[src/design/icmprf_pkg.sv]
// Package for the ICMP receive filter: action and verdict codes, ICMP type
// constants, reset values and the one's complement adder.
// No dependencies.
`timescale 1ns / 1ps

package icmprf_pkg;

    localparam int TOKEN_WIDTH_DEFAULT = 8;

    localparam int WORD_W    = 16;
    localparam int BYTE_W    = 8;
    localparam int COUNT_W   = 4;
    localparam int INDEX_W   = 2;
    localparam int ACTION_W  = 2;
    localparam int VERDICT_W = 3;
    localparam int CFG_IDX_W = 1;

    localparam logic [COUNT_W-1:0] MIN_BYTES    = COUNT_W'(8);
    localparam logic [INDEX_W-1:0] INDEX_SAT    = INDEX_W'(2);
    localparam logic [BYTE_W-1:0]  BUCKET_RESET = BYTE_W'(20);
    localparam logic [BYTE_W-1:0]  REFILL_RESET = BYTE_W'(1);
    localparam logic [WORD_W-1:0]  SUM_GOOD     = 16'hFFFF;

    localparam logic [BYTE_W-1:0] TYPE_ECHO_REPLY = 8'd0;
    localparam logic [BYTE_W-1:0] TYPE_UNREACH    = 8'd3;
    localparam logic [BYTE_W-1:0] TYPE_ECHO_REQ   = 8'd8;
    localparam logic [BYTE_W-1:0] TYPE_TIME_EXC   = 8'd11;

    typedef enum logic [ACTION_W-1:0] {
        ACT_WORD = 2'd0,
        ACT_TICK = 2'd1,
        ACT_FILL = 2'd2
    } action_t;

    typedef enum logic [VERDICT_W-1:0] {
        V_REPLY        = 3'd0,
        V_ACCEPTED     = 3'd1,
        V_UNDERSIZED   = 3'd2,
        V_BAD_CHECKSUM = 3'd3,
        V_RATE_LIMITED = 3'd4,
        V_UNKNOWN      = 3'd5
    } verdict_t;

    typedef enum logic [CFG_IDX_W-1:0] {
        REG_BUCKET_MAX    = 1'b0,
        REG_REFILL_AMOUNT = 1'b1
    } cfg_reg_t;

    // One's complement add with end-around carry.
    function automatic logic [WORD_W-1:0] oc_add(input logic [WORD_W-1:0] a,
                                                 input logic [WORD_W-1:0] b);
        logic [WORD_W:0] s;
        s = {1'b0, a} + {1'b0, b};
        return s[WORD_W-1:0] + WORD_W'(s[WORD_W]);
    endfunction

endpackage

[src/design/icmp_receive_filter_core.sv]
// Top level of the ICMP receive filter: checksum, size and type check with a
// token bucket limiter for echo requests. Depends on icmprf_pkg.
`timescale 1ns / 1ps

// The block takes one beat per clock: message words (action 0), timer ticks
// (action 1) and bucket refill-to-full (action 2). Each beat lands in an input
// register and waits until the result register is free or being taken; the
// end-around-carry adders and the token logic then write the result register,
// so a verdict passes through both registers. Throughput is one beat per cycle
// while the result side keeps up. A result held at the output stalls the input
// only once the input register is also occupied. Config writes are expected
// while the block is idle. TOKEN_WIDTH sets the bucket counter width;
// tokens_left reports its low 8 bits.
module icmp_receive_filter_core #(
    parameter int TOKEN_WIDTH = icmprf_pkg::TOKEN_WIDTH_DEFAULT
) (
    input  logic                                clk,
    input  logic                                rst_n,
    input  logic                                cfg_write,
    input  logic [icmprf_pkg::CFG_IDX_W-1:0]    cfg_index,
    input  logic [icmprf_pkg::BYTE_W-1:0]       cfg_data,
    input  logic                                in_valid,
    output logic                                in_ready,
    input  logic [icmprf_pkg::ACTION_W-1:0]     action,
    input  logic [icmprf_pkg::WORD_W-1:0]       word,
    input  logic                                odd_byte,
    input  logic                                last,
    output logic                                out_valid,
    input  logic                                out_ready,
    output logic [icmprf_pkg::VERDICT_W-1:0]    verdict,
    output logic [icmprf_pkg::BYTE_W-1:0]       msg_type,
    output logic [icmprf_pkg::BYTE_W-1:0]       msg_code,
    output logic [icmprf_pkg::WORD_W-1:0]       reply_checksum,
    output logic [icmprf_pkg::BYTE_W-1:0]       tokens_left
);
    import icmprf_pkg::*;

    localparam int TW = TOKEN_WIDTH;
    localparam int SW = ((TW > BYTE_W) ? TW : BYTE_W) + 1;
    localparam logic [SW-1:0] TOKEN_RESET_EXT = SW'(BUCKET_RESET);
    localparam logic [TW-1:0] TOKEN_RESET = TOKEN_RESET_EXT[TW-1:0];

    // Configuration
    logic [BYTE_W-1:0] bucket_max_reg;
    logic [BYTE_W-1:0] refill_amount_reg;

    // Input register
    logic              s1_valid_reg;
    logic [ACTION_W-1:0] s1_action_reg;
    logic [WORD_W-1:0] s1_word_reg;
    logic              s1_odd_reg;
    logic              s1_last_reg;

    // Message and bucket state
    logic [WORD_W-1:0]  full_sum_reg, full_sum_next;
    logic [WORD_W-1:0]  reply_sum_reg, reply_sum_next;
    logic [COUNT_W-1:0] byte_count_reg, byte_count_next;
    logic [INDEX_W-1:0] word_index_reg, word_index_next;
    logic [WORD_W-1:0]  head_word_reg, head_word_next;
    logic [TW-1:0]      token_count_reg, token_count_next;
    logic               refill_pending_reg, refill_pending_next;

    // Result register
    logic                 out_valid_reg, out_valid_next;
    logic [VERDICT_W-1:0] verdict_reg, verdict_next;
    logic [BYTE_W-1:0]    msg_type_reg, msg_type_next;
    logic [BYTE_W-1:0]    msg_code_reg, msg_code_next;
    logic [WORD_W-1:0]    reply_checksum_reg, reply_checksum_next;
    logic [BYTE_W-1:0]    tokens_left_reg, tokens_left_next;

    logic              s1_fire;
    logic              s1_result;
    logic              odd_eff;
    logic [WORD_W-1:0] w_eff;
    logic [WORD_W-1:0] head_w;
    logic [WORD_W-1:0] full_add;
    logic [COUNT_W-1:0] count_add;
    logic [SW-1:0]     refill_sum;
    logic [SW-1:0]     refill_cap;
    logic [SW-1:0]     bucket_ext;
    logic [SW-1:0]     token_ext;
    logic [TW-1:0]     token_ref;

    assign s1_fire   = s1_valid_reg && (!out_valid_reg || out_ready);
    assign in_ready  = !s1_valid_reg || s1_fire;
    assign s1_result = s1_fire && (s1_action_reg == ACT_WORD) && s1_last_reg;

    assign out_valid      = out_valid_reg;
    assign verdict        = verdict_reg;
    assign msg_type       = msg_type_reg;
    assign msg_code       = msg_code_reg;
    assign reply_checksum = reply_checksum_reg;
    assign tokens_left    = tokens_left_reg;

    assign bucket_ext = SW'(bucket_max_reg);
    assign refill_sum = SW'(token_count_reg) + SW'(refill_amount_reg);
    assign refill_cap = (refill_sum > bucket_ext) ? bucket_ext : refill_sum;
    assign token_ref  = refill_pending_reg ? refill_cap[TW-1:0] : token_count_reg;

    always_comb
    begin
        full_sum_next       = full_sum_reg;
        reply_sum_next      = reply_sum_reg;
        byte_count_next     = byte_count_reg;
        word_index_next     = word_index_reg;
        head_word_next      = head_word_reg;
        token_count_next    = token_count_reg;
        refill_pending_next = refill_pending_reg;

        out_valid_next      = out_valid_reg && !out_ready;
        verdict_next        = verdict_reg;
        msg_type_next       = msg_type_reg;
        msg_code_next       = msg_code_reg;
        reply_checksum_next = reply_checksum_reg;
        tokens_left_next    = tokens_left_reg;

        // Odd flag only counts on the last word; pad its low byte with zero.
        odd_eff   = s1_odd_reg && s1_last_reg;
        w_eff     = odd_eff ? {s1_word_reg[WORD_W-1:BYTE_W], BYTE_W'(0)} : s1_word_reg;
        head_w    = (word_index_reg == '0) ? w_eff : head_word_reg;
        full_add  = oc_add(full_sum_reg, w_eff);
        count_add = byte_count_reg + (odd_eff ? COUNT_W'(1) : COUNT_W'(2));
        token_ext = '0;

        if (s1_fire)
        begin
            case (s1_action_reg)
                ACT_TICK:
                begin
                    refill_pending_next = 1'b1;
                end
                ACT_FILL:
                begin
                    token_count_next    = bucket_ext[TW-1:0];
                    refill_pending_next = 1'b0;
                end
                ACT_WORD:
                begin
                    head_word_next  = head_w;
                    full_sum_next   = full_add;
                    if (word_index_reg >= INDEX_SAT)
                    begin
                        reply_sum_next = oc_add(reply_sum_reg, w_eff);
                    end
                    byte_count_next = (count_add > MIN_BYTES) ? MIN_BYTES : count_add;
                    if (word_index_reg < INDEX_SAT)
                    begin
                        word_index_next = word_index_reg + INDEX_W'(1);
                    end

                    if (s1_last_reg)
                    begin
                        msg_type_next       = head_w[WORD_W-1:BYTE_W];
                        msg_code_next       = head_w[BYTE_W-1:0];
                        reply_checksum_next = ~reply_sum_next;

                        if (byte_count_next < MIN_BYTES)
                        begin
                            verdict_next = V_UNDERSIZED;
                        end
                        else if (full_add != SUM_GOOD)
                        begin
                            verdict_next = V_BAD_CHECKSUM;
                        end
                        else if (msg_type_next == TYPE_ECHO_REQ)
                        begin
                            // Apply any pending refill, then take one token if the bucket holds one.
                            refill_pending_next = 1'b0;
                            if (token_ref != '0)
                            begin
                                token_count_next = token_ref - TW'(1);
                                verdict_next     = V_REPLY;
                            end
                            else
                            begin
                                token_count_next = token_ref;
                                verdict_next     = V_RATE_LIMITED;
                            end
                        end
                        else if (msg_type_next inside {TYPE_ECHO_REPLY, TYPE_UNREACH,
                                                       TYPE_TIME_EXC})
                        begin
                            verdict_next = V_ACCEPTED;
                        end
                        else
                        begin
                            verdict_next = V_UNKNOWN;
                        end

                        token_ext        = SW'(token_count_next);
                        tokens_left_next = token_ext[BYTE_W-1:0];
                        out_valid_next   = 1'b1;

                        // Drop message state for the next one.
                        full_sum_next   = '0;
                        reply_sum_next  = '0;
                        byte_count_next = '0;
                        word_index_next = '0;
                        head_word_next  = '0;
                    end
                end
                default:
                begin
                end
            endcase
        end
    end

    always_ff @(posedge clk or negedge rst_n)
    begin
        if (!rst_n)
        begin
            bucket_max_reg     <= BUCKET_RESET;
            refill_amount_reg  <= REFILL_RESET;
            s1_valid_reg       <= 1'b0;
            full_sum_reg       <= '0;
            reply_sum_reg      <= '0;
            byte_count_reg     <= '0;
            word_index_reg     <= '0;
            head_word_reg      <= '0;
            token_count_reg    <= TOKEN_RESET;
            refill_pending_reg <= 1'b0;
            out_valid_reg      <= 1'b0;
        end
        else
        begin
            if (cfg_write)
            begin
                case (cfg_index)
                    REG_BUCKET_MAX:    bucket_max_reg    <= cfg_data;
                    REG_REFILL_AMOUNT: refill_amount_reg <= cfg_data;
                    default:
                    begin
                    end
                endcase
            end
            if (in_ready)
            begin
                s1_valid_reg <= in_valid;
            end
            full_sum_reg       <= full_sum_next;
            reply_sum_reg      <= reply_sum_next;
            byte_count_reg     <= byte_count_next;
            word_index_reg     <= word_index_next;
            head_word_reg      <= head_word_next;
            token_count_reg    <= token_count_next;
            refill_pending_reg <= refill_pending_next;
            out_valid_reg      <= out_valid_next;
        end
    end

    // Payload registers: no reset.
    always_ff @(posedge clk)
    begin
        if (in_ready && in_valid)
        begin
            s1_action_reg <= action;
            s1_word_reg   <= word;
            s1_odd_reg    <= odd_byte;
            s1_last_reg   <= last;
        end
        if (s1_result)
        begin
            verdict_reg        <= verdict_next;
            msg_type_reg       <= msg_type_next;
            msg_code_reg       <= msg_code_next;
            reply_checksum_reg <= reply_checksum_next;
            tokens_left_reg    <= tokens_left_next;
        end
    end

`ifndef SYNTHESIS
    a_count_sat: assert property (@(posedge clk) disable iff (!rst_n)
        byte_count_reg <= MIN_BYTES && word_index_reg <= INDEX_SAT)
        else $error("message counters past saturation");

    a_clear_after_result: assert property (@(posedge clk) disable iff (!rst_n)
        s1_result |=> (byte_count_reg == '0 && word_index_reg == '0 &&
                       full_sum_reg == '0 && reply_sum_reg == '0))
        else $error("message state not cleared after result");

    a_reply_is_echo: assert property (@(posedge clk) disable iff (!rst_n)
        (out_valid_reg && (verdict_reg == V_REPLY || verdict_reg == V_RATE_LIMITED))
        |-> msg_type_reg == TYPE_ECHO_REQ)
        else $error("token verdict on a non echo request");

    a_limited_empty: assert property (@(posedge clk) disable iff (!rst_n)
        (out_valid_reg && verdict_reg == V_RATE_LIMITED) |-> tokens_left_reg == '0)
        else $error("rate limited with tokens left");

    a_result_loads: assert property (@(posedge clk) disable iff (!rst_n)
        s1_result |=> out_valid_reg)
        else $error("result lost");
`endif

endmodule
[config.mk]
export PLATFORM = sky130hd
export DESIGN_NAME = icmp_receive_filter_core
export DESIGN_NICKNAME = d
export VERILOG_FILES = /design/src/design/icmprf_pkg.sv /design/src/design/icmp_receive_filter_core.sv
export SDC_FILE = /design/constraint.sdc
export NUM_CORES = 1
export LEC_CHECK = 0
export BUFFER_PORTS_ARGS = -buffer_cell sky130_fd_sc_hd__buf_2
export CAP_MARGIN = 10
export CORE_MARGIN = 2
export CORE_UTILIZATION = 45
export CTS_BUF_LIST = sky130_fd_sc_hd__clkbuf_2 sky130_fd_sc_hd__clkbuf_4 sky130_fd_sc_hd__clkbuf_8
export DETAILED_ROUTE_END_ITERATION = 8
export HOLD_SLACK_MARGIN = 0.08
export PLACE_DENSITY = 0.74
export SLEW_MARGIN = 20
export SYNTH_ARGS = -nofsm -noshare
export SYNTH_HDL_FRONTEND = slang
export SYNTH_SLANG_ARGS = --single-unit
[constraint.sdc]
create_clock -name clk -period 5.03 [get_ports clk]
set_clock_uncertainty 0.15 [all_clocks]
set_input_delay 1.006 -clock clk [delete_from_list [all_inputs] [get_ports clk]]
set_output_delay 1.006 -clock clk [all_outputs]
set_load 0.03 [all_outputs]
# After elaboration in Yosys (flattened, before gate mapping)

Cells that the tools add are included.

Reductions and logical operators: 27
Divide/modulo/power cells: 0
Shift operators: 0
Eq/ne operators: 10
Bitwise gates (word level): 2
$lt $le $gt $ge: 5
Multiplexer cells: 33
$mul: 0
Add/subtract/negate cells: 8

Operator list:

| kind                 | count |
|---|---|
| $mux 16              | 7 |
| $mux 8               | 8 |
| $add 16x16->17       | 2 |
| $add 16x1->16        | 2 |
| $eq 8x4->1 const B   | 2 |
| $ne 16x16->1 const B | 1 |
| $not 16->16          | 1 |
| $pmux 8 s2           | 1 |
| $add 8x8->9          | 1 |
| $gt 9x8->1           | 1 |
| $mux 3               | 3 |
| $eq 8x2->1 const B   | 1 |
| $logic_not 8->1      | 1 |
| $mux 1               | 8 |
| $mux 4               | 2 |
| $reduce_bool 8->1    | 1 |
| $sub 8x1->8 const B  | 1 |
| $logic_and 1x1->1    | 6 |
| $mux 2               | 3 |
| $ne 2x2->1 const B   | 3 |
| $reduce_and 2->1     | 3 |
| $reduce_and 3->1     | 2 |
| $reduce_and 6->1     | 1 |
| $reduce_bool 3->1    | 2 |
| 17 further kinds     | 22 |

ROM bits: 0
Output and inout port bits: 45
Register bits after elaboration: 144
Bits in latches: 0
Bits in writable memories: 0
Word-level logic and storage cells: 106
Bits of input ports: 34
Memories: 0

# Depth between registers and ports, before layout

Gate-level depths: netlist of the first run.

Depth after elaboration: 11
Gate-level depth with buffers: 27
Depth with buffers taken out: 25

# Least setup slack after synthesis of the first run

No wires, ideal clock.

Kind: reg-to-reg
From: register s1_last_reg
To: register tokens_left_reg[4], in the netlist tokens_left[4] (data pin)
Arrival time: 4.747 ns
Library setup time: 0.265 ns
Stages on the path, launching flop included: 27
Slack: -0.132 ns
Period minus slack after synthesis: 5.162 ns
Buffers on the path: 2
Cell sequence: edfxtp_1 > clkbuf_1 > nand2_1 > and2_1 > ha_1 > inv_1 > fa_1 > nand2b_1 > a21oi_2 > o211a_1 > o21ai_2 > a21oi_1 > nor2_1 > nor2_1 > o21ai_0 > nand2b_1 > ha_1 > ha_1 > nand2_1 > nor3_2 > nand2_1 > or3_1 > a211o_1 > a21boi_2 > buf_6 > nand4_4 > mux2i_1

Word-level cells in the longest chain between the ends: 7
Elaborated cells on any way between the ends: 12

Ends and longest elaborated chain:

| item                                          | RTL line                                                         | text |
|---|---|---|
| from (decl)                                   | icmp_receive_filter_core.sv:52                                   | `logic s1_last_reg;` |
| from (signal assigned)                        | icmp_receive_filter_core.sv:260                                  | `s1_last_reg <= last;` |
| $logic_and 1x1->1 *                           | icmp_receive_filter_core.sv:118                                  | `odd_eff = s1_odd_reg && s1_last_reg;` |
| $mux 8 or $mux 2 (tied branches)              | icmp_receive_filter_core.sv:119, icmp_receive_filter_core.sv:122 |  |
| $add 16x16->17 or $add 4x2->4 (tied branches) | icmprf_pkg.sv:53, icmp_receive_filter_core.sv:122                |  |
| $add 16x1->16 or $gt 4x4->1 (tied branches)   | icmprf_pkg.sv:54, icmp_receive_filter_core.sv:145                |  |
| $ne 16x16->1 or $mux 4 (tied branches)        | icmp_receive_filter_core.sv:161, icmp_receive_filter_core.sv:145 |  |
| $mux 8 or $lt 4x4->1 (tied branches)          | icmp_receive_filter_core.sv:161, icmp_receive_filter_core.sv:157 |  |
| $mux 8 *                                      | icmp_receive_filter_core.sv:157                                  | `if (byte_count_next < MIN_BYTES)` |
| to (signal assigned)                          | icmp_receive_filter_core.sv:268                                  | `tokens_left_reg <= tokens_left_next;` |
| to (decl)                                     | icmp_receive_filter_core.sv:69                                   | `logic [BYTE_W-1:0] tokens_left_reg, tokens_left_next;` |

Mark *: on every way between the ends. The rest lies on a longest branch, timed or not.
A chain may end at the register's enable or synchronous reset.

# Worst setup path after layout of the first run

From: register token_count_reg[2]
To: register tokens_left_reg[1], in the netlist tokens_left[1] (data pin)

Word-level cells in the longest chain between the ends: 9
Elaborated cells on any way between the ends: 10

Ends and longest elaborated chain:

| item                                             | RTL line                                                         | text |
|---|---|---|
| from (decl)                                      | icmp_receive_filter_core.sv:60                                   | `logic [TW-1:0] token_count_reg, token_count_next;` |
| from (signal assigned)                           | icmp_receive_filter_core.sv:246                                  | `token_count_reg <= token_count_next;` |
| $add 8x8->9                                      | icmp_receive_filter_core.sv:96                                   | `assign refill_sum = SW'(token_count_reg) + SW'(refill_amount_reg);` |
| $gt 9x8->1                                       | icmp_receive_filter_core.sv:97                                   | `assign refill_cap = (refill_sum > bucket_ext) ? bucket_ext : refill_sum;` |
| $mux 8                                           | icmp_receive_filter_core.sv:97                                   |  |
| $mux 8 *                                         | icmp_receive_filter_core.sv:98                                   | `assign token_ref = refill_pending_reg ? refill_cap[TW-1:0] : token_count_reg;` |
| $sub 8x1->8 or $reduce_bool 8->1 (tied branches) | icmp_receive_filter_core.sv:171, icmp_receive_filter_core.sv:169 |  |
| $mux 8 *                                         | icmp_receive_filter_core.sv:169                                  | `if (token_ref != '0)` |
| $mux 8 *                                         | icmp_receive_filter_core.sv:165                                  | `else if (msg_type_next == TYPE_ECHO_REQ)` |
| $mux 8 *                                         | icmp_receive_filter_core.sv:161                                  | `else if (full_add != SUM_GOOD)` |
| $mux 8 *                                         | icmp_receive_filter_core.sv:157                                  |  |

Marked as above.

==> results of run 1 <==
==> cells in the final DEF, fill, tap and decap left out, types with 5 or more instances in the layout <==
cell type / instances
inv_6: 5
xnor2_1: 22
nand3_1: 15
a21o_1: 18
nand3b_1: 8
mux2i_1: 28
and2_1: 18
a211oi_1: 15
dfstp_2: 5
nor3_1: 19
clkbuf_8: 17
nand2_1: 117
a22oi_1: 5
dfrtp_1: 76
and3_1: 10
o22ai_1: 12
a22o_1: 5
nand4_1: 9
o21ai_0: 68
xor2_1: 25
o31ai_1: 11
nor2_1: 58
mux2_2: 13
nand2b_1: 10
o21ai_1: 7
a21oi_1: 32
or3_1: 11
ha_1: 51
o21a_1: 11
a311oi_1: 5
inv_1: 55
nor3_2: 5
edfxtp_1: 63
buf_2: 77
a31oi_1: 11
buf_4: 44
==> final cells by class <==
cell class | count | area (um2) | area share, %
Tap cell | 275 | 344 | 3.14
Clock buffer | 18 | 241 | 2.21
Clock inverter | 14 | 126 | 1.15
Timing Repair Buffer | 122 | 727 | 6.64
Multi-Input combinational cell | 742 | 5370 | 49.0
Sequential cell | 144 | 3930 | 35.9
Inverter | 57 | 214 | 1.96
==> kinds of logic (layout without fill, tap and decap cells) <==
group	count (synthesis)	after routing	synth area share [%]
AO/OA/AOI/OAI	259	259	18.8
XOR/XNOR	48	48	4.60
adder cells (fa/ha/maj)	62	62	8.53
buffers and inverters	87	211	3.74
flip-flops	144	144	41.5
multiplexers	41	41	4.52
AND/OR/NAND/NOR	332	332	18.3
==> per-layer routing <==
| layer | routed length [um] | up-vias | track usage (%) |
|---|---|---|---|
| met2 | 11500 | 283 | 36.0 |
| met1 | 10900 | 3752 | 30.6 |
| li1 | - | 3806 | - |
| met5 | 0 | - | 0 |
| met3 | 1400 | 55 | 3.43 |
| met4 | 810 | 0 | 8.86 |
==> worst max-delay path: stages, from the launching register on <==
cell and delay [ns]:
dfstp_2 0.57, ha_1 0.28, o21a_1 0.24, a211oi_2 0.26, o21bai_1 0.12, a211o_1 0.31, and2_1 0.16, ha_1 0.19
or3_1 0.39, o32a_1 0.38, buf_4 0.16, nor3_1 0.39, a311oi_4 0.10, and2_1 0.30, nand2_4 0.12, mux2_2 0.35
mux2i_1 0.17
==> metrics by stage <==
stage / util, % / total power, mW / cells / TNS [ns]
floorplan: - / 4.04 / 973 / 0
global placement: 49.6 / 4.74 / 1332 / 0
detailed placement: 49.6 / 4.79 / 1332 / -1.06
CTS: 51.6 / 5.71 / 1366 / 0
global route: 52.6 / 6.33 / 1372 / -0.218
finish: 52.6 / 5.88 / 1372 / 0
==> power breakdown <==
part | leakage (nW) | switching (mW) | total [mW] | internal, mW
sequential | 1.60 | 0.193 | 1.71 | 1.52
combinational | 3.03 | 1.91 | 3.28 | 1.37
clock | 0.189 | 0.523 | 0.888 | 0.365
total | 4.81 | 2.63 | 5.88 | 3.26
==> what timing repair did <==
item,4_1_cts,5_1_grt
pin swaps,4,17
gates resized for setup,4,36
setup endpoints to repair,17,26
setup buffers,2,6
==> worst max path at each step <==
stage / from / end / cells after the start / slack [ns]
after detailed placement: s1_last_reg / token_count_reg[5] / 25 / -0.14
after CTS: s1_last_reg / tokens_left[1] / 24 / 0.02
final: token_count_reg[2] / tokens_left[1] / 16 / 0.22
after global routing: s1_last_reg / tokens_left[1] / 23 / -0.04
after global placement: s1_last_reg / token_count_reg[6] / 25 / 0.12
after floorplan: s1_last_reg / tokens_left[4] / 26 / 0.004
==> qor.txt, run 1 <==
Async S/R FF share, synth = 56.3%
Cell Rows = 53
hold crit path type = reg -> reg
Setup WS post-layout = 0.216 ns
Syn Nets = 1069
Fillers = 1881
status = finished clean
Final setup viols = 0
syn_area_per_cell = 9.71 um2
aggregate routed wire length = 24600 um
crit share post-route = 95.7%
via density per instance = 5.76
Worst-Margin Slew = 1.01 ns
register clock-pin slew on the reported worst setup and hold paths = 0.09 ns
WHS Path Cells = 2
via count = 7896
initial cell density of the core = 45.4%
top-area cell type share of the netlist area = 20.1%
CP endpoint kind = register
# IOs = 79
Final Hold Viols = 0
number of global-route vias before repair = 7574
Skew-Pair Late Insertion Delay = 0.47 ns
Post-Syn Instances = 973
clk sinks = 144
antenna violations before repair = 0
register area share after synthesis = 41.5%
total grt overflow = 0
post-synthesis cell area = 9450 um2
IR drop worst, VDD = 250 uV
synth cell count leaders = 120 x nand2_1, 76 x dfrtp_1, 70 x o21ai_0
Worst Hold End = head_word_reg[11]
DR DRC count = 0
reg-to-reg setup timing slack = 0.22 ns
Placed Area = 10300 um2
library cells used by synthesis = 97
Max Buffers Root-to-Sink = 2
core area = 20800 um2
critical path class = reg -> reg
reg2reg path depth = 16
DR WL/cell = 17.9 um
P_leak = 4.81 nW
die width = 149 um
Finished Cell Area = 10900 um2
largest net degree at the start of global routing = 46
Max Cap Viol = 0
Critical Path RT = 5.17 ns
arrival time at the worst endpoint = 4.96 ns
CTS tree = built
pre-CTS setup slack = -0.138 ns
H-tree depth = 4
Detail Placement HPWL = 18200 um
Detailed Routing Iterations Pass 1 = 5
#FFs+latches synth = 144
Synth Flop Type = dfrtp_1
CTS root buf = clkbuf_8
Synth-to-Final Area Change = 15.8%
Yosys top cell by area = dfrtp_1
Antenna Violating Nets Remaining = 0
PortBufs = 78
Final min period = 4.81 ns
crit-path max FO = 7
Yosys Warn Count = 0
ant diodes = 0
fmax = 0.208 GHz
Post-synth EDFFs = 63
fraction of layout cells with a size suffix above 1 = 22.6%
NumNets Final = 1180
Num CTS Buffers = 17
Die Y-Extent = 149 um
CP Launch Type = register
worst r2r dst = tokens_left[1]
total global-route track usage = 22.4%
Synth area leaders = dfrtp_1 20%, edfxtp_1 20%, ha_1 7.7%, nand2_1 4.8%, o21ai_0 3.7%
first-pass GRT wire length = 39000 um
relative slew slack = 32.9%
DRT iter0 DRCs = 586
cell with the most instances after synthesis = nand2_1
GP Congestion = 0.937
Hold Buf Count CTS = 0
min-delay src = head_word_reg[11]
r2r startpoint = token_count_reg[2]
die footprint = 22200 um2
Min Hold Slack = 0.320 ns
fin. max-slew vios = 0
Cell Pwr Density = 538 nW/um2
No activity file was read; power rests on OpenSTA's default activity.
==> run 2: changes to the inputs <==
--- a/config.mk
+++ b/config.mk
@@ -8,11 +8,12 @@
 export BUFFER_PORTS_ARGS = -buffer_cell sky130_fd_sc_hd__buf_2
 export CAP_MARGIN = 10
 export CORE_MARGIN = 2
-export CORE_UTILIZATION = 45
+export CORE_UTILIZATION = 55
 export CTS_BUF_LIST = sky130_fd_sc_hd__clkbuf_2 sky130_fd_sc_hd__clkbuf_4 sky130_fd_sc_hd__clkbuf_8
+export CTS_CLUSTER_DIAMETER = 40
 export DETAILED_ROUTE_END_ITERATION = 8
 export HOLD_SLACK_MARGIN = 0.08
-export PLACE_DENSITY = 0.74
+export PLACE_DENSITY = 0.86
 export SLEW_MARGIN = 20
 export SYNTH_ARGS = -nofsm -noshare
 export SYNTH_HDL_FRONTEND = slang
==> qor.txt, run 2 (synthesized netlist as in run 1, its figures left out) <==
# IOs = 79
status = finished clean
first-pass GRT wire length = 38400 um
Register Area = 3930 um2
Max Buffers Root-to-Sink = 2
worst r2r dst = tokens_left[2]
CTS root buf = clkbuf_8
number of global-route vias before repair = 7615
fin util = 65.2%
Final setup viols = 0
Num CTS Buffers = 17
reg2reg path depth = 24
arrival time at the worst endpoint = 5.01 ns
r2r startpoint = s1_last_reg
Levels on crit path = 24
reg-to-reg setup timing slack = 0.09 ns
most common cell after layout, fill and taps aside = nand2_1
Synth-to-Final Area Change = 15.3%
Detailed Routing Iterations Pass 1 = 5
CP delay by family, top = simple AND/OR/NAND/NOR gates
Critical Path RT = 5.10 ns
die footprint = 18200 um2
area of the multi-input gates = 5370 um2
fraction of layout cells with a size suffix above 1 = 22.4%
die width = 135 um
Critical Path Sink = tokens_left[2]
Cell Pwr Density = 551 nW/um2
ant diodes = 0
Final Hold Viols = 0
DRT iter0 DRCs = 995
Hold Buf Count CTS = 0
worst path cell trace = nand2_2, and2_4, ha_4, inv_2, fa_2, nand2b_4, a21oi_2, o211a_1, o21ai_2, a21oi_2, nor2_1, nor2_1, o21ai_1, nand2b_1, ha_2, ha_4, nand2_4, nor3_4, nand2_2, or3_1, a211o_1, a21boi_4, nand4_4, mux2i_1
fmax = 0.202 GHz
Final Non-Filler Cells = 1313
Worst-Margin Slew = 0.998 ns
Placed Area = 10200 um2
Skew-Pair Late Insertion Delay = 0.47 ns
aggregate routed wire length = 24400 um
hold crit path type = in -> async
NumNets Final = 1176
crit share post-route = 98.2%
crit-path max FO = 8
CP startpoint = s1_last_reg
most frequent cells in the layout = 117 x nand2_1, 77 x buf_2, 75 x dfrtp_1
register clock-pin slew on the reported worst setup and hold paths = 0.09 ns
Worst Path Buf+Inv = 1
CP endpoint kind = register
total global-route track usage = 26.7%
Detail Placement HPWL = 17900 um
Antenna Violating Nets Remaining = 0
Die Y-Extent = 135 um
initial cell density of the core = 56.6%
via density per instance = 6.21
total grt overflow = 0
Final Power = 6.00 mW
cell at the slowest stage of the critical path = edfxtp_1
Min Hold Slack = 0.310 ns
CP Launch Type = register
largest net degree at the start of global routing = 52
GP Congestion = 0.949
Placed Instances = 1270
Worst path max stage delay = 0.42 ns
Final min period = 4.94 ns
P_leak = 4.82 nW
Cell Rows = 47
fin. max-slew vios = 0
CTS tree = built
DR WL/cell = 18.6 um
via count = 8157
Fillers = 1267
clk sinks = 144
antenna violations before repair = 0
core area = 16700 um2
IR drop worst, VDD = 238 uV
critical path class = reg -> reg
H-tree depth = 4
Max Cap Viol = 0
relative slew slack = 33.5%
PortBufs = 78
Finished Cell Area = 10900 um2
DR DRC count = 0
-- run 2: cell types whose count changed in the layout (fill, tap and decap cells not counted), sizes merged --
cell | previous run | this run
inv | 64 | 63
buf | 122 | 118
clkbuf | 18 | 17
bufinv | 0 | 2
-- run 2: area by class of cell --
type                       count  area share [%]
sequential                   144            36.1
clock inverter                15            1.61
tap                          220            2.53
clock buffer                  17            2.15
inverter                      57            1.96
multi-input combinational    742            49.3
timing repair buffer         118            6.40
-- run 2: report_power, final --
group | internal, mW | switching, mW
clock network | 0.458 | 0.511
logic | 1.37 | 1.95
registers | 1.52 | 0.194
-- run 2: how the worst min path moves through the flow --
| stage | cells past startpoint | endpoint | from |
|---|---|---|---|
| floorplan | 2 | head_word_reg[10] | head_word_reg[10] |
| global placement | 2 | head_word_reg[10] | head_word_reg[10] |
| detailed placement | 2 | head_word_reg[11] | head_word_reg[11] |
| CTS | 1 | reply_sum_reg[7] | rst_n |
| global route | 1 | reply_sum_reg[4] | rst_n |
| finish | 1 | reply_sum_reg[7] | rst_n |
-- run 2: metal layers --
layer / global-route usage (%) / share of wire (%)
met5: 0 / 0
met1: 36.2 / 41
met4: 12.6 / 4.8
met3: 4.24 / 7.7
met2: 42.2 / 46
-- run 2: what timing repair did --
| action | 4_1_cts | 5_1_grt |
|---|---|---|
| endpoints found under the setup margin | 19 | 24 |
| resized for setup | 3 | 42 |
| pin swaps | 5 | 23 |
| setup buffers | 3 | 8 |
| endpoints found under the hold margin | 0 | 0 |
-- run 2: per-stage QoR --
| step | setup TNS (ns) | setup WS, ns |
|---|---|---|
| CTS | 0 | 0.00149 |
| global route | -1.02 | -0.124 |
| floorplan | 0 | 0.00389 |
| detailed placement | -1.41 | -0.161 |
| global placement | 0 | 0.111 |
| finish | 0 | 0.0899 |
==> run 3: changes to the inputs <==
--- a/config.mk
+++ b/config.mk
@@ -7,7 +7,7 @@
 export LEC_CHECK = 0
 export BUFFER_PORTS_ARGS = -buffer_cell sky130_fd_sc_hd__buf_2
 export CAP_MARGIN = 10
-export CORE_MARGIN = 2
+export CORE_MARGIN = 5
 export CORE_UTILIZATION = 55
 export CTS_BUF_LIST = sky130_fd_sc_hd__clkbuf_2 sky130_fd_sc_hd__clkbuf_4 sky130_fd_sc_hd__clkbuf_8
 export CTS_CLUSTER_DIAMETER = 40
==> qor.txt, run 3 (synthesized netlist as in run 1, its figures left out) <==
RSZ-0062 raised after global routing = true
fin util = 63.6%
Final min period = 4.94 ns
most common cell after layout, fill and taps aside = nand2_1
DR DRC count = 0
antenna violations before repair = 0
number of global-route vias before repair = 7723
Cell Rows = 48
Antenna Violating Nets Remaining = 0
CP startpoint = s1_last_reg
Skew-Pair Late Insertion Delay = 0.47 ns
Final Hold Viols = 0
first-pass GRT wire length = 39100 um
IR drop worst, VDD = 284 uV
Final setup viols = 0
DRT iter0 DRCs = 693
via count = 8035
H-tree depth = 4
critical path class = reg -> reg
Hold Buf Count CTS = 0
CTS root buf = clkbuf_8
initial cell density of the core = 55.4%
hold crit path type = reg -> reg
reg-to-reg setup timing slack = 0.09 ns
Critical Path RT = 5.08 ns
fin. max-slew vios = 0
Min Hold Slack = 0.319 ns
DR WL/cell = 18.5 um
Placed Area = 10200 um2
die width = 141 um
Finished Cell Area = 10800 um2
status = finished clean
Final Non-Filler Cells = 1317
GP Congestion = 0.989
die footprint = 19900 um2
PortBufs = 78
Max Buffers Root-to-Sink = 2
most frequent cells in the layout = 117 x nand2_1, 77 x buf_2, 76 x dfrtp_1
fraction of layout cells with a size suffix above 1 = 21.8%
Max Cap Viol = 0
crit share post-route = 98.3%
crit-path max FO = 8
relative slew slack = 38.5%
largest net degree at the start of global routing = 48
Detailed Routing Iterations Pass 1 = 6
Placed Instances = 1279
total grt overflow = 0
Critical Path Sink = tokens_left[2]
P_leak = 4.80 nW
CTS tree = built
ant diodes = 0
# IOs = 79
CP Launch Type = register
Die Y-Extent = 141 um
r2r startpoint = s1_last_reg
core area = 17100 um2
worst r2r dst = tokens_left[2]
reg2reg path depth = 24
Worst-Margin Slew = 0.920 ns
Num CTS Buffers = 17
Detail Placement HPWL = 18100 um
via density per instance = 6.10
Cell Pwr Density = 540 nW/um2
Post-Route Setup TNS = 0 ns
CP endpoint kind = register
total global-route track usage = 24.5%
arrival time at the worst endpoint = 5.00 ns
aggregate routed wire length = 24300 um
Synth-to-Final Area Change = 14.8%
register clock-pin slew on the reported worst setup and hold paths = 0.10 ns
fmax = 0.202 GHz
NumNets Final = 1175
clk sinks = 144
run 3: how the worst min path moves through the flow:
stage,start,to,slack (ns),cells past startpoint
6_report,head_word_reg[11],head_word_reg[11],0.32,2
3_5_place_dp,head_word_reg[11],head_word_reg[11],0.31,2
4_1_cts,head_word_reg[11],head_word_reg[11],0.33,2
5_1_grt,full_sum_reg[8],full_sum_reg[8],0.37,2
2_1_floorplan,head_word_reg[10],head_word_reg[10],0.28,2
3_3_place_gp,head_word_reg[10],head_word_reg[10],0.30,2
run 3: power breakdown:
| part | switching (mW) | internal [mW] |
|---|---|---|
| clock network | 0.507 | 0.414 |
| logic | 1.89 | 1.33 |
| registers | 0.192 | 1.52 |
run 3: cell type report:
type,count,area [um2]
multi-input cells,742,5340
fillers,1356,6210
repair buffers,117,697
well taps,225,282
flip-flops and latches,144,3930
clock buffers,18,241
clock inverters,14,143
inverters,57,214
run 3: what timing repair did:
item                       4_1_cts  5_1_grt
gates resized for setup          2       31
gates cloned                     0        0
setup endpoints to repair        6       25
pin swaps                        1       11
buffers inserted                 1        4
run 3: layer usage:
layer | wire length, um | vias up | track usage [%]
met3 | 1900 | 76 | 5.02
li1 | - | 3794 | -
met5 | 0 | - | 0
met2 | 11500 | 354 | 39.7
met1 | 10100 | 3811 | 32.3
met4 | 822 | 0 | 10.2
run 3: critical path, stage by stage, from the launching register on:
cell	delay [ns]
edfxtp_1	0.41
nand2_2	0.10
and2_4	0.14
ha_2	0.16
inv_1	0.05
fa_2	0.35
nand2b_4	0.17
a21oi_4	0.15
o211a_4	0.19
o21ai_2	0.07
a21oi_1	0.15
nor2_1	0.05
nor2_1	0.08
o21ai_0	0.08
nand2b_1	0.10
ha_2	0.20
ha_4	0.15
nand2_2	0.08
nor3_4	0.27
nand2_2	0.15
or3_1	0.41
a211o_1	0.32
a21boi_2	0.24
nand4_4	0.24
mux2i_1	0.21
run 3: metrics by stage:
stage	power [mW]	worst slack (ns)
floorplan	4.04	0.00389
global placement	4.68	0.180
detailed placement	4.76	-0.0199
CTS	5.70	0.0355
global route	6.29	-0.130
finish	5.85	0.0850
